`src/hdl/psqrt_pkg.sv`:
```
// ----------------------------------------------------------------------------
// psqrt_pkg
// shared widths, limits and state codes of the perfect-square root block
// ----------------------------------------------------------------------------
package psqrt_pkg;

    // operand width, two's complement
    localparam int DATA_WIDTH  = 32;
    // stream data width, padded to whole bytes
    localparam int TDATA_WIDTH = ((DATA_WIDTH + 7) / 8) * 8;
    // newton step cap
    localparam int MAX_STEPS   = 2 * DATA_WIDTH + 8;
    localparam int STEP_W      = $clog2(MAX_STEPS);
    // divider bit counter, holds DATA_WIDTH itself
    localparam int BIT_CNT_W   = $clog2(DATA_WIDTH + 1);

    typedef logic [DATA_WIDTH-1:0] word_t;

    typedef enum logic [2:0] {
        ST_IDLE,
        ST_DIV_A,
        ST_TEST_A,
        ST_DIV_B,
        ST_TEST_B,
        ST_DONE
    } state_t;

endpackage

```
`src/hdl/perfect_square_root_newton_top.sv`:
```
// ----------------------------------------------------------------------------
// perfect_square_root_newton_top
// exact integer square root by newton iteration on a bit-serial divider
// ----------------------------------------------------------------------------
//
// channel   dir  handshake                     payload
// s_axis    in   s_axis_tvalid/s_axis_tready   s_axis_tdata: value (signed)
// m_axis    out  m_axis_tvalid/m_axis_tready   m_axis_tdata: root (signed)
//
// one transaction in gives one transaction out, in order
// values below two (negatives too) skip the divider: idle goes straight to done
// each newton step runs two restoring divisions, one quotient bit per cycle,
// and a transaction runs at most MAX_STEPS steps before it gives up with all ones
// rst_n clears the state machine and the output valid; a stalled output
// holds its result while the next value is already accepted
//
module perfect_square_root_newton_top
(
    input  logic                               clk,
    input  logic                               rst_n,
    // bits [DATA_WIDTH-1:0]: value, rest padding
    input  logic [psqrt_pkg::TDATA_WIDTH-1:0]  s_axis_tdata,
    input  logic                               s_axis_tvalid,
    output logic                               s_axis_tready,
    // bits [DATA_WIDTH-1:0]: root, rest zero
    output logic [psqrt_pkg::TDATA_WIDTH-1:0]  m_axis_tdata,
    output logic                               m_axis_tvalid,
    input  logic                               m_axis_tready
);

    localparam int DW = psqrt_pkg::DATA_WIDTH;

    // control state
    psqrt_pkg::state_t                state_reg, state_next;
    logic [psqrt_pkg::STEP_W-1:0]     steps_reg, steps_next;
    logic [psqrt_pkg::BIT_CNT_W-1:0]  bit_cnt_reg, bit_cnt_next;
    logic                             out_valid_reg, out_valid_next;

    // datapath
    psqrt_pkg::word_t  n_reg, n_next;         // number under test
    psqrt_pkg::word_t  guess_reg, guess_next; // current guess, also the divisor
    psqrt_pkg::word_t  rem_reg, rem_next;     // partial remainder
    psqrt_pkg::word_t  quo_reg, quo_next;     // dividend bits out, quotient bits in
    psqrt_pkg::word_t  result_reg, result_next;
    psqrt_pkg::word_t  root_reg, root_next;

    // divider step and newton update
    logic [DW:0]       trial;
    logic [DW:0]       diff;
    logic              q_bit;
    logic [DW:0]       sum;
    psqrt_pkg::word_t  new_guess;
    psqrt_pkg::word_t  in_value;
    logic              echo;
    logic              ge_test;
    logic              exact;
    logic              out_take;

    assign in_value = s_axis_tdata[DW-1:0];
    // negatives and values 0, 1 pass straight through
    assign echo     = in_value[DW-1] || (in_value[DW-1:1] == '0);

    // restoring division: one quotient bit per cycle
    assign trial = {rem_reg, quo_reg[DW-1]};
    assign diff  = trial - {1'b0, guess_reg};
    assign q_bit = ~diff[DW];

    // guess * guess >= n, judged from quotient and remainder
    assign ge_test   = (guess_reg > quo_reg) || ((guess_reg == quo_reg) && (rem_reg == '0));
    assign exact     = (guess_reg == quo_reg) && (rem_reg == '0);
    assign sum       = {1'b0, guess_reg} + {1'b0, quo_reg};
    assign new_guess = sum[DW:1];

    assign s_axis_tready = (state_reg == psqrt_pkg::ST_IDLE);
    assign m_axis_tvalid = out_valid_reg;
    assign m_axis_tdata  = psqrt_pkg::TDATA_WIDTH'(root_reg);
    assign out_take      = out_valid_reg && m_axis_tready;

    always_ff @(posedge clk or negedge rst_n)
    begin
        if (!rst_n)
        begin
            state_reg     <= psqrt_pkg::ST_IDLE;
            steps_reg     <= '0;
            bit_cnt_reg   <= '0;
            out_valid_reg <= 1'b0;
        end
        else
        begin
            state_reg     <= state_next;
            steps_reg     <= steps_next;
            bit_cnt_reg   <= bit_cnt_next;
            out_valid_reg <= out_valid_next;
        end
    end

    always_ff @(posedge clk)
    begin
        n_reg      <= n_next;
        guess_reg  <= guess_next;
        rem_reg    <= rem_next;
        quo_reg    <= quo_next;
        result_reg <= result_next;
        root_reg   <= root_next;
    end

    always_comb
    begin
        state_next     = state_reg;
        steps_next     = steps_reg;
        bit_cnt_next   = bit_cnt_reg;
        out_valid_next = out_valid_reg && !out_take;
        n_next         = n_reg;
        guess_next     = guess_reg;
        rem_next       = rem_reg;
        quo_next       = quo_reg;
        result_next    = result_reg;
        root_next      = root_reg;

        unique case (state_reg)
            psqrt_pkg::ST_IDLE:
            begin
                if (s_axis_tvalid)
                begin
                    n_next       = in_value;
                    guess_next   = {1'b0, in_value[DW-1:1]};
                    rem_next     = '0;
                    quo_next     = in_value;
                    bit_cnt_next = psqrt_pkg::BIT_CNT_W'(DW);
                    steps_next   = '0;
                    if (echo)
                    begin
                        result_next = in_value;
                        state_next  = psqrt_pkg::ST_DONE;
                    end
                    else
                    begin
                        // initial guess n/2 is nonzero for n >= 2
                        state_next = psqrt_pkg::ST_DIV_A;
                    end
                end
            end

            psqrt_pkg::ST_DIV_A,
            psqrt_pkg::ST_DIV_B:
            begin
                rem_next     = q_bit ? diff[DW-1:0] : trial[DW-1:0];
                quo_next     = {quo_reg[DW-2:0], q_bit};
                bit_cnt_next = bit_cnt_reg - 1'b1;
                if (bit_cnt_reg == psqrt_pkg::BIT_CNT_W'(1))
                begin
                    state_next = (state_reg == psqrt_pkg::ST_DIV_A) ?
                                 psqrt_pkg::ST_TEST_A : psqrt_pkg::ST_TEST_B;
                end
            end

            psqrt_pkg::ST_TEST_A:
            begin
                rem_next     = '0;
                quo_next     = n_reg;
                bit_cnt_next = psqrt_pkg::BIT_CNT_W'(DW);
                guess_next   = new_guess;
                if (!ge_test || (new_guess == '0))
                begin
                    // guess already below the root: no exact square
                    result_next = '1;
                    state_next  = psqrt_pkg::ST_DONE;
                end
                else
                begin
                    state_next = psqrt_pkg::ST_DIV_B;
                end
            end

            psqrt_pkg::ST_TEST_B:
            begin
                rem_next     = '0;
                quo_next     = n_reg;
                bit_cnt_next = psqrt_pkg::BIT_CNT_W'(DW);
                steps_next   = steps_reg + 1'b1;
                if (exact)
                begin
                    result_next = guess_reg;
                    state_next  = psqrt_pkg::ST_DONE;
                end
                else if (steps_reg == psqrt_pkg::STEP_W'(psqrt_pkg::MAX_STEPS - 1))
                begin
                    // step cap reached
                    steps_next  = '0;
                    result_next = '1;
                    state_next  = psqrt_pkg::ST_DONE;
                end
                else
                begin
                    state_next = psqrt_pkg::ST_DIV_A;
                end
            end

            psqrt_pkg::ST_DONE:
            begin
                // wait for the output register to free up
                if (!out_valid_reg || m_axis_tready)
                begin
                    root_next      = result_reg;
                    out_valid_next = 1'b1;
                    state_next     = psqrt_pkg::ST_IDLE;
                end
            end

            default:
            begin
                state_next = psqrt_pkg::ST_IDLE;
            end
        endcase
    end

    // the divisor is never zero while dividing
    assert property (@(posedge clk) disable iff (!rst_n)
        (state_reg == psqrt_pkg::ST_DIV_A || state_reg == psqrt_pkg::ST_DIV_B)
        |-> (guess_reg != '0))
        else $error("divider running with zero divisor");

    // a finished division leaves a remainder below the divisor
    assert property (@(posedge clk) disable iff (!rst_n)
        (state_reg == psqrt_pkg::ST_TEST_A || state_reg == psqrt_pkg::ST_TEST_B)
        |-> (rem_reg < guess_reg))
        else $error("division remainder not below divisor");

    // the step counter stays within the cap
    assert property (@(posedge clk) disable iff (!rst_n)
        steps_reg < psqrt_pkg::STEP_W'(psqrt_pkg::MAX_STEPS))
        else $error("newton step counter out of range");

    // an accepted transaction always moves the block out of idle
    assert property (@(posedge clk) disable iff (!rst_n)
        (s_axis_tvalid && s_axis_tready) |=> (state_reg != psqrt_pkg::ST_IDLE))
        else $error("accepted transaction left the block idle");

endmodule
```
`config.mk`:
```
export PLATFORM = sky130hd
export DESIGN_NAME = perfect_square_root_newton_top
export DESIGN_NICKNAME = d
export VERILOG_FILES = /design/src/hdl/psqrt_pkg.sv /design/src/hdl/perfect_square_root_newton_top.sv
export SDC_FILE = /design/constraint.sdc
export NUM_CORES = 1
export LEC_CHECK = 0
export ABC_CLOCK_PERIOD_IN_PS = 17600
export BUFFER_PORTS_ARGS = -buffer_cell sky130_fd_sc_hd__buf_2
export CAP_MARGIN = 40
export CORE_MARGIN = 2
export CORE_UTILIZATION = 55
export CTS_BUF_LIST = sky130_fd_sc_hd__clkbuf_4 sky130_fd_sc_hd__clkbuf_8 sky130_fd_sc_hd__clkbuf_16
export DETAILED_ROUTE_END_ITERATION = 8
export PLACE_DENSITY = 0.82
export SLEW_MARGIN = 20
export SYNTH_ARGS = -nofsm -noshare
export SYNTH_HDL_FRONTEND = slang
export SYNTH_SLANG_ARGS = --single-unit
```
`constraint.sdc`:
```
create_clock -name clk -period 17.6 [get_ports clk]
set_clock_uncertainty 0.2 [all_clocks]
set_input_delay 0 -clock clk [delete_from_list [all_inputs] [get_ports clk]]
set_output_delay 0 -clock clk [all_outputs]
set_load 0.01 [all_outputs]
```
# ---- Word-level counts from Yosys, hierarchy flattened
# Cells that the tools add are included.
dict set report op_classes {
  n_eq_ne 14
  bitwise 1
  order_cmp 1
  n_addsub 4
  muxes 30
  n_reduce_logical 27
}
# op n
set op_table {}
lappend op_table {{32-bit two-way mux} 9}
lappend op_table {{32-bit one-hot mux with 3 select lines} 3}
lappend op_table {{32-bit zero test} 2}
lappend op_table {{32-bit one-hot mux with 2 select lines} 1}
lappend op_table {{32-bit by 32-bit adder with 33-bit output} 1}
lappend op_table {{33-bit by 32-bit subtractor with 33-bit output} 1}
lappend op_table {{32-bit equality test} 1}
lappend op_table {{32-bit greater-than comparator} 1}
lappend op_table {{31-bit zero test} 1}
lappend op_table {{3-bit two-way mux} 8}
lappend op_table {{7-bit two-way mux} 3}
lappend op_table {{6-bit one-hot mux with 3 select lines} 1}
lappend op_table {{3-bit one-hot mux with 5 select lines} 1}
lappend op_table {{7-bit one-hot mux with 2 select lines} 1}
lappend op_table {{2-bit AND reduction} 5}
lappend op_table {{2-bit != test (second input constant)} 4}
lappend op_table {{7-bit by 1-bit adder with 7-bit output (second input constant)} 1}
lappend op_table {{7-bit equality test (second input constant)} 1}
lappend op_table {{3-bit by 2-bit equality test with 1-bit output (second input constant)} 2}
lappend op_table {{3-bit equality test (second input constant)} 2}
lappend op_table {{6-bit by 1-bit equality test with 1-bit output (second input constant)} 1}
lappend op_table {{6-bit two-way mux} 1}
lappend op_table {{3-bit nonzero test} 2}
lappend op_table {{6-bit by 1-bit subtractor with 6-bit output (second input constant)} 1}
lappend op_table {{other kinds (13)} 23}
dict set report totals {
  output_inout_bits 34
  reg_bits 209
}

# ---- Logic depth before layout (Yosys ltp)
# Gate-level depths: netlist of run 1.
dict set report logic_depth {
  ltp_word 7
  ltp_mapped 14
}

# ---- Worst setup path after synthesis of run 1
# Ideal clock, no wire load.
dict set report synth_timing {
  path_type {reg2reg}
  startpoint {reg guess_reg[1]}
  endpoint {reg result_reg[0] (enable)}
  required_ps 16975
  setup_ps 425
  path_buffers 0
  setup_slack_ps 11873
  stages_incl_launch_ff 13
  arrival_time_ps 5102
  period_less_slack_ps 5727
  path_cell_list {edfxtp_1 -> inv_1 -> fa_1 -> o21ba_1 -> or4_4 -> a2111oi_4 -> nor4_1 -> or2_4 -> a211oi_2 -> nand2_1 -> or4_1 -> or4_4 -> o21ai_1}
}
dict set report synth_between {
  elab_chain_cells 7
}
# element line_no
set synth_lines {}
lappend synth_lines {{start: declaration} perfect_square_root_newton_top.sv:41} ;# psqrt_pkg::word_t guess_reg, guess_next;
lappend synth_lines {{start signal: assignment} perfect_square_root_newton_top.sv:100} ;# guess_reg <= guess_next;
lappend synth_lines {{parallel branches: the longest is 6 deep, another holds 32-bit by 32-bit adder with 33-bit output} -}
lappend synth_lines {{5-bit AND reduction (no source line) *} -}
lappend synth_lines {{end signal: assignment} perfect_square_root_newton_top.sv:103} ;# result_reg <= result_next;
lappend synth_lines {{end: declaration} perfect_square_root_newton_top.sv:44} ;# psqrt_pkg::word_t result_reg, result_next;
# Every way passes the cells marked *.
# A chain may end at the register's enable or synchronous reset.

# ---- Final worst setup path of run 1
dict set report layout_timing {
  startpoint {reg guess_reg[0]}
  endpoint {reg result_reg[3] (enable)}
}
# The elaborated chain is that of the path after synthesis.

==> metrics.txt, run 1 <==
final setup vio count=0; #FFs+latches synth=209; Post-synth EDFFs=192; Vias/cell=6.264; Seq pwr share=50.1%; post-synthesis async set-or-reset flop share=8.134%; Post-Synthesis Cell Area=13,240 µm²; clk root buf=clkbuf_16; vias in the first global route=10,960; Mapped Nets=1,489; CP Capture Type=register; die area=25,320 µm²; worst-skew pair later-pin latency=0.54 ns; nets@finish=1,583; worst vdd ir=0.00006156 V; Final Hold Fails=0; Area growth, synth to finish=14.69%; CP max FO=22; CP endpoint=result_reg[3]; PwrDens=70.77 nW/µm²; 1st-iter DRT viols=1,144; Pint=845.9 µW; Die Span Y=159.1 µm; leakage=0.006189 µW; Synth area leader=edfxtp_1; hold_sp=s_axis_tdata[18]; post-route ant nets=0; Comb pwr share=2.5%; DRC viols=0; switch share=21.26%; CTS max path bufs=3; worst setup path start=guess_reg[0]; Yosys cell types=77; prevailing post-synth register cell=edfxtp_1; TritonCTS Buffers=24; CP Class=reg2reg; status=completed; max-slew violations=0; most common cell in the netlist=nand2_1; GRT Util Overall=29.77%; CTS tree=done; minimum period implied by the final worst setup slack=5.273 ns; Post-synth top cells=194 x nand2_1, 192 x edfxtp_1, 105 x inv_1; hold_buf cts=36; gr ovfl total=0; syn_area_per_cell=9.789 µm²; setup_tns=0 ns; Seq/Total Area, Yosys=46.78%; post-detail-place hpwl=26,460 µm; DR pass1 iterations=5; num rows=56; Worst R2R Setup Slack=12.33 ns; via count=11,170; Core ar.=23,540 µm²; Die X=159.1 µm; max-cap check violation count=0; Initial Util=56.22%; Slew headroom=45.86%; CTS resizes=0; RSZ-0062 raised after global routing=no; Fillers=1,899; Final Cycle Share=29.96%; hold slack=0.03531 ns; first-pass GRT wire length=60,130 µm; Tightest Pin Transition=0.8121 ns; Port-buffer cells=69; CTS H-tree lvls=1; # IOs=70; Min-Delay Path Class=in2reg; RR Startpoint=guess_reg[0]; antenna cells=0; antenna violations before repair=0; WL per Instance=21.32 µm; clk sinks=209; Post-CTS Setup Inserts=0; Total Wirelength=38,020 µm; CP arrival=5.30 ns; GPL Wtd Cong=1.020; FMAX=0.1897 GHz; top cell type's share of synthesized area=43.56%; Worst EP required=17.63 ns; largest net degree at the start of global routing=67; layout cells sized above 1=10.93%; cell count after synthesis=1,352; R2R depth=14; Yosys warning count=0; Clk pwr share=47.4%; reg-to-reg endpoint=result_reg[3]; Clock Pin Slew Worst Setup and Hold Paths=0.06 ns; synth top area cells=edfxtp_1 44%, ha_1 9.4%, nand2_1 5.5%; startpoint types=register; Sw Pwr=228.4 µW
power by group through the flow:
stage / Combinational (µW) / Sequential, µW / Clock [µW]
2_1_floorplan: 6.55 / 548 / 0
3_3_place_gp: 19.4 / 548 / 0
3_5_place_dp: 19.3 / 548 / 0
4_1_cts: 25.8 / 538 / 513
5_1_grt: 28.7 / 538 / 533
6_report: 26.7 / 538 / 510
logic make-up (layout without fill, tap and decap cells):
logic type                 after synthesis  count (layout)  synth area share [%]
muxes                                   11              11                0.8697
and+or+nand+nor                        451             451                 15.97
DFF                                    209             209                 46.78
xor gates and xnor gates                48              48                 3.233
buffers and inverters                  162             274                 4.670
AOI/OAI and AO/OA                      370             370                 18.82
adders and majority gates              101             101                 9.662
through the flow:
stage          instances  util [%]  power (µW)  worst slack (ns)  cell area, µm²
2_1_floorplan       1352         -       555.0             11.87           13240
3_3_place_gp        1698     59.05       567.8             12.26           13900
3_5_place_dp        1702     59.48       567.7             12.44           14000
4_1_cts             1782     64.43        1077             12.40           15170
5_1_grt             1783     64.48        1099             12.12           15180
6_report            1783     64.48        1074             12.33           15180
worst max-delay path, cell delays in order, from the launching register on:
cell,delay (ns)
edfxtp_1,0.41
ha_1,0.19
inv_1,0.06
fa_1,0.41
o21ba_1,0.22
or4_4,0.45
a2111oi_4,0.48
nor4_1,0.17
o31ai_1,0.30
xor2_1,0.25
nand3_1,0.11
or4_1,0.42
or4_4,0.58
o21ai_4,0.46
buf_16,0.24
placed cells by master, fill, tap and decap left out, drive strengths merged, types with 19 or more instances in the layout:
| master | count |
|---|---|
| nor4 | 26 |
| ha | 99 |
| nor3 | 29 |
| dlygate4sd3 | 36 |
| nand4 | 23 |
| nor2b | 19 |
| nand2 | 194 |
| nand3 | 21 |
| inv | 112 |
| xnor2 | 36 |
| nor2 | 82 |
| buf | 85 |
| edfxtp | 192 |
| o21ai | 74 |
| a21oi | 97 |
| o22a | 32 |
| a22oi | 32 |
| clkbuf | 27 |
per-layer routing:
metal / track usage, % / wire [µm] / vias to the layer above
met4: 13.06 / 1802 / 0
met1: 39.99 / 15670 / 5360
met5: 0 / 0 / -
li1: - / - / 5170
met3: 3.543 / 2830 / 100
met2: 48.95 / 17710 / 538
worst min-delay path by stage:
stage                     end  cells after the start
6_report            n_reg[18]                      2
5_1_grt             n_reg[18]                      2
4_1_cts             n_reg[18]                      2
3_5_place_dp    m_axis_tvalid                      1
3_3_place_gp     steps_reg[0]                      1
2_1_floorplan  bit_cnt_reg[0]                      0
cell type report:
cell class / instances / area (µm²) / area share, %
Inverter: 109 / 409.1 / 2.695
Sequential cell: 209 / 6191 / 40.78
Clock inverter: 17 / 165.2 / 1.088
Timing Repair Buffer: 121 / 897.1 / 5.910
Clock buffer: 27 / 640.6 / 4.220
Multi-Input combinational cell: 981 / 6477 / 42.67
Tap cell: 319 / 399.1 / 2.629
No activity file was read; power rests on OpenSTA's default activity.
==> inputs of run 2 (changes only) <==
--- a/config.mk
+++ b/config.mk
@@ -5,14 +5,14 @@
 export SDC_FILE = /design/constraint.sdc
 export NUM_CORES = 1
 export LEC_CHECK = 0
-export ABC_CLOCK_PERIOD_IN_PS = 17600
+export ABC_CLOCK_PERIOD_IN_PS = 4400
 export BUFFER_PORTS_ARGS = -buffer_cell sky130_fd_sc_hd__buf_2
 export CAP_MARGIN = 40
 export CORE_MARGIN = 2
 export CORE_UTILIZATION = 55
 export CTS_BUF_LIST = sky130_fd_sc_hd__clkbuf_4 sky130_fd_sc_hd__clkbuf_8 sky130_fd_sc_hd__clkbuf_16
 export DETAILED_ROUTE_END_ITERATION = 8
-export PLACE_DENSITY = 0.82
+export PLACE_DENSITY = 0.85
 export SLEW_MARGIN = 20
 export SYNTH_ARGS = -nofsm -noshare
 export SYNTH_HDL_FRONTEND = slang
==> constraint.sdc (replaced) <==
create_clock -name clk -period 4.4 [get_ports clk]
set_clock_uncertainty 0.2 [all_clocks]
set_input_delay 0 -clock clk [delete_from_list [all_inputs] [get_ports clk]]
set_output_delay 0 -clock clk [all_outputs]
set_load 0.01 [all_outputs]
==> run 2 against run 1 <==
Effect of this change:
- the run now ends with negative setup slack left
- hold slack better by 0.035 ns
- routed wire length is 2.4% higher
- first-iteration DRC count is 13% higher
- count of clock-buffer cells in the layout is 1 lower
- largest power group unchanged
- highest routed layer unchanged
==> metrics.txt, run 2 (synthesis results as in run 1) <==
status=finished, violations left; failing checks=negative setup slack; Pwr Total=4321 µW (+300%); die area=25,320 µm² (unchanged); Slew headroom=48.30% (+2.4 points); Area growth, synth to finish=20.11%; Post-Layout Cell Count=1,875 (+5.2%); CTS tree=done; max-cap check violation count=0 (unchanged); CTS H-tree lvls=1 (unchanged); gr ovfl total=0 (unchanged); PwrDens=271.9 nW/µm² (+280%); minimum period implied by the final worst setup slack=4.697 ns (-0.5755 ns); GPL Wtd Cong=0.9473 (-7.1%); CTS max path bufs=3 (unchanged); antenna violations before repair=1 (+1); setup_tns=-8.999 ns (-8.999 ns); WL per Instance=20.76 µm (-2.6%); 1st-iter DRT viols=1,297 (+13%); RSZ-0062 raised after global routing=yes; nets@finish=1,676 (+5.9%); post-detail-place hpwl=27,710 µm (+4.7%); CP arrival=4.72 ns (-0.58 ns); worst vdd ir=0.0002619 V (+330%); Crit path largest cell delay=0.53 ns (-0.05 ns); TritonCTS Buffers=23 (-4.2%); commonest non-fill, non-tap cell in the layout=nand2_1; clk root buf=clkbuf_16; Port-buffer cells=69 (unchanged); final setup vio count=34 (+34); post-route ant nets=0 (unchanged); Total Wirelength=38,930 µm (+2.4%); final setup margin=-0.2972 ns (-12.62 ns); commonest cells after routing, fill and taps aside=194 x nand2_1, 192 x edfxtp_1, 104 x buf_4; via count=11,640 (+4.2%); GRT Util Overall=29.92% (+0.15 points); Min-Delay Path Class=in2reg; Die Span Y=159.1 µm (unchanged); DR pass1 iterations=6 (+1); CP Capture Type=register; critical path, cell by cell=ha_2 > inv_2 > fa_2 > o21ba_4 > or4_4 > a2111oi_4 > buf_4 > nor4_2 > or2_4 > xnor2_2 > nand3_1 > or4_1 > or4_4 > o21ai_4 > buf_2; Max stage delay cell, worst path=or4_1; largest net degree at the start of global routing=66 (-1.5%); leakage=0.006640 µW (+7.3%); Final Cycle Share=106.8% (+77 points); num rows=56 (unchanged); CP Class=reg2reg; Core Util, Final=67.52% (+3.0 points); CP max FO=5 (-77%); placed cell count=1,790 (+5.2%); Vias/cell=6.205 (-0.93%); Tightest Pin Transition=0.7756 ns (-0.03657 ns); # IOs=70 (unchanged); clk sinks=209 (unchanged); Core ar.=23,540 µm² (unchanged); FMAX=0.2129 GHz (+12%); Initial Util=56.22% (unchanged); Worst EP required=4.42 ns (-13.21 ns); Clock Pin Slew Worst Setup and Hold Paths=0.07 ns (about the same); Die X=159.1 µm (unchanged); layout cells sized above 1=16.53% (+5.6 points); max-slew violations=0 (unchanged); Most common cell on crit path=or4_4; vias in the first global route=11,210 (+2.3%); worst-skew pair later-pin latency=0.52 ns (-0.02 ns); Final Hold Fails=0 (unchanged); startpoint types=register; first-pass GRT wire length=60,200 µm (+0.11%); DRC viols=0 (unchanged)
==> run 2: path summary, 6_finish.rpt <==
check                           startpoint              end  slack, ns  cells past startpoint
max                             quo_reg[0]   result_reg[30]      -0.30                     15
max in group asynchronous            rst_n   bit_cnt_reg[5]       3.07                      3
min                        s_axis_tdata[0]         n_reg[0]       0.07                      2
min reg2reg                  result_reg[4]  m_axis_tdata[4]       0.22                      0
min in group asynchronous            rst_n     state_reg[1]       0.45                      3
max reg2reg                     quo_reg[0]   result_reg[30]      -0.30                     15
==> run 2: repair_timing <==
item,4_1_cts,5_1_grt
endpoints found under the setup margin,32,34
gates resized for setup,1,6
hold buffers,36,0
buffers inserted,1,5
endpoints found under the hold margin,166,0
cloned,0,1
pin swaps,0,1
==> run 2: metal layers <==
layer	up-vias	global-route usage (%)	routed length, µm
met2	597	49.03	17940
met1	5562	38.90	15700
met4	0	13.35	1914
met5	-	0	0
met3	119	5.574	3374
li1	5357	-	-
==> run 2: final cells by class <==
| cell class | instances | area, µm² |
|---|---|---|
| multi-input combinational | 981 | 6504 |
| inverter | 109 | 409.1 |
| sequential | 209 | 6191 |
| tap | 319 | 399.1 |
| clock buffer | 26 | 604.3 |
| fill | 1838 | 7646 |
| antenna | 1 | 2.502 |
| timing repair buffer | 215 | 1590 |
| clock inverter | 15 | 196.4 |
==> run 2: through the flow <==
step                hold WS [ns]  setup WS [ns]  cell area [µm²]
global route             0.07201        -0.4324            15890
CTS                      0.03141        -0.2280            15830
finish                   0.06983        -0.2972            15900
global placement         -0.2664        -0.1280            14630
floorplan                -0.4956        -0.2768            13260
detailed placement       -0.2583        -0.2052            14660
==> run 2: report_power, final <==
part | internal [µW] | switching, µW | leakage (µW)
sequential | 2150 | 0.0000000000000229 | 0.00207
clock | 1230 | 832 | 0.000389
combinational | 51.3 | 55.6 | 0.00418
==> run 2: critical path: cells and delay by family (launching register included) <==
kind                       cells  cell delay [ns]
and+or+nand+nor                6             1.87
AOI/OAI and AO/OA              3             0.79
adders and majority gates      2             0.54
buffers and inverters          3             0.46
DFF                            1             0.36
xor gates and xnor gates       1             0.16
==> inputs of run 3 (changes only) <==
--- a/config.mk
+++ b/config.mk
@@ -9,10 +9,12 @@
 export BUFFER_PORTS_ARGS = -buffer_cell sky130_fd_sc_hd__buf_2
 export CAP_MARGIN = 40
 export CORE_MARGIN = 2
-export CORE_UTILIZATION = 55
+export CORE_UTILIZATION = 56
 export CTS_BUF_LIST = sky130_fd_sc_hd__clkbuf_4 sky130_fd_sc_hd__clkbuf_8 sky130_fd_sc_hd__clkbuf_16
 export DETAILED_ROUTE_END_ITERATION = 8
-export PLACE_DENSITY = 0.85
+export HOLD_SLACK_MARGIN = 0.02
+export PLACE_DENSITY = 0.86
+export SETUP_SLACK_MARGIN = 0.4
 export SLEW_MARGIN = 20
 export SYNTH_ARGS = -nofsm -noshare
 export SYNTH_HDL_FRONTEND = slang
==> run 3 against run 2 <==
Effect of this change:
- the flow still finishes with violations (negative setup slack)
- count of clock-buffer cells in the layout is 2 higher
- hold slack worse by 0.012 ns
- setup slack better by 0.020 ns
- register-to-register slack better by 0.02 ns
- routed wire length grew 1.8%
- power increased by 1.1%
- via count grew 0.92%
- clock power up 2%
- global-route usage grew 2.3 points
- flip-flop and latch count unchanged
- die area is 1.7% lower
- critical path type unchanged
- largest cell class unchanged
==> metrics.txt, run 3 (synthesis results as in run 1) <==
num rows=56 (unchanged); minimum period implied by the final worst setup slack=4.677 ns (-0.01989 ns); Total Wirelength=39,630 µm (+1.8%); first-pass GRT wire length=61,620 µm (+2.4%); commonest cells after routing, fill and taps aside=194 x nand2_1, 192 x edfxtp_1, 108 x buf_4; failing checks=negative setup slack; final setup margin=-0.2773 ns (+0.01989 ns); worst-skew pair later-pin latency=0.53 ns (about the same); nets@finish=1,685 (+0.54%); die area=24,880 µm² (-1.7%); critical path, cell by cell=ha_2 > inv_2 > fa_2 > o21ba_4 > or4_4 > a2111oi_4 > buf_4 > buf_4 > nor2_1 > xnor2_1 > nand4_1 > or4_1 > or4_4 > o21ai_4 > buf_12; leakage=0.006711 µW (+1.1%); clk root buf=clkbuf_16; Pint=3469 µW (+1.0%); FMAX=0.2138 GHz (+0.43%); CP Class=reg2reg; R2R depth=15 (unchanged); GPL Wtd Cong=0.9977 (+5.3%); status=finished, violations left; final setup vio count=34 (unchanged); cell family with most CP delay=simple AND/OR/NAND/NOR gates; WHS Endpoint=n_reg[0]; Post-DP Area=14,670 µm² (about the same); Die X=157.7 µm (-0.87%); Tightest Pin Transition=0.8031 ns (+0.02752 ns); Worst R2R Setup Slack=-0.28 ns (+0.02 ns); CP Capture Type=register; max-slew violations=0 (unchanged); Worst EP required=4.43 ns (about the same); Area growth, synth to finish=21.20%; hold_sp=s_axis_tdata[0]; Slew headroom=46.40% (-1.9 points); via count=11,740 (+0.92%); Die Span Y=157.7 µm (-0.87%); Bufs and invs on worst path=4 (+1); vias in the first global route=11,400 (+1.7%); RSZ-0062 raised after global routing=yes; WL per Instance=21.04 µm (+1.3%); post-detail-place hpwl=27,570 µm (-0.49%); clk sinks=209 (unchanged); switch share=20.58% (+0.041 points); DRC viols=0 (unchanged); CP arrival=4.71 ns (about the same); Initial Util=56.72% (+0.51 points); Final Hold Fails=0 (unchanged); Sw Pwr=899.2 µW (+1.3%); commonest non-fill, non-tap cell in the layout=nand2_1; Vias/cell=6.232 (+0.44%); CTS H-tree lvls=1 (unchanged); antenna cells=0 (-1); gr ovfl total=0 (unchanged); DP Worst Slack=-0.1763 ns (+0.02892 ns); post-route ant nets=0 (unchanged); RR Startpoint=guess_reg[0]; Pwr Total=4369 µW (+1.1%); Core ar.=23,330 µm² (-0.89%); startpoint types=register; # IOs=70 (unchanged); Hold Path Stages=2 (unchanged); Seq pwr share=49.3% (-0.5 points); largest net degree at the start of global routing=65 (-1.5%); layout cells sized above 1=17.51% (+0.98 points); reg-to-reg endpoint=result_reg[6]; 1st-iter DRT viols=1,195 (-7.9%); Clock Pin Slew Worst Setup and Hold Paths=0.06 ns (about the same); hold slack=0.05780 ns (-0.01203 ns); CP max FO=22 (+17); PwrDens=272.4 nW/µm² (+0.19%); Final Instance Area=16,040 µm² (+0.91%); CTS tree=done; DR pass1 iterations=8 (+2); Comb pwr share=2.5% (about the same); Crit path largest cell delay=0.60 ns (+0.07 ns); Final Cycle Share=106.3% (-0.45 points); max-cap check violation count=0 (unchanged); Clk pwr share=48.2% (+0.5 points); CTS max path bufs=3 (unchanged); worst vdd ir=0.0002629 V (+0.39%); TritonCTS Buffers=24 (+4.3%); GRT Util Overall=32.18% (+2.3 points); antenna violations before repair=1 (unchanged); Max stage delay cell, worst path=or4_4; Min-Delay Path Class=in2reg; Port-buffer cells=69 (unchanged)
[run 3: what timing repair did]
| item | CTS | global route |
|---|---|---|
| buffers inserted | 4 | 8 |
| gates cloned | 0 | 1 |
| hold buffers | 36 | 0 |
| endpoints found under the setup margin | 34 | 67 |
| resized for setup | 2 | 14 |
| pin swaps | 0 | 3 |
| endpoints found under the hold margin | 168 | 0 |
[run 3: worst max-delay path by stage]
stage	start	endpoint	slack, ns	cells past startpoint
after CTS	guess_reg[0]	result_reg[23]	-0.18	15
after global routing	guess_reg[0]	result_reg[5]	-0.40	15
after detailed placement	quo_reg[0]	result_reg[23]	-0.18	15
final	guess_reg[0]	result_reg[6]	-0.28	15
after global placement	guess_reg[0]	result_reg[23]	-0.13	15
after floorplan	guess_reg[0]	result_reg[0]	-0.28	13
[run 3: per-layer routing]
| layer | track usage [%] | share of wire (%) | routed length, µm |
|---|---|---|---|
| met1 | 42.32 | 40 | 15870 |
| met2 | 52.90 | 47 | 18480 |
| met3 | 4.818 | 8.7 | 3457 |
| met4 | 14.46 | 4.6 | 1814 |
| met5 | 0 | 0.025 | 10 |
[run 3: stage by stage]
| step | util (%) | instances | TNS, ns |
|---|---|---|---|
| detailed placement | 62.87 | 1791 | -5.565 |
| finish | 68.75 | 1884 | -8.534 |
| global placement | 62.57 | 1788 | -4.084 |
| CTS | 68.17 | 1874 | -5.426 |
| floorplan | - | 1352 | -8.857 |
| global route | 68.75 | 1884 | -12.67 |
[run 3: power by group through the flow]
stage,Combinational [µW],Clock (µW),Sequential [µW]
after global routing,116,2200,2150
after floorplan,26.2,0,2190
after detailed placement,77.9,0,2190
after CTS,104,2120,2150
after global placement,75.9,0,2190
final,109,2110,2150
[run 3: cell type report]
class,instances,area [µm²]
clock buffer,28,666.9
clock inverter,15,171.4
fill,1693,7292
inverter,109,409.1
multi-input combinational,981,6531
sequential,209,6191
tap,319,399.1
timing repair buffer,223,1672
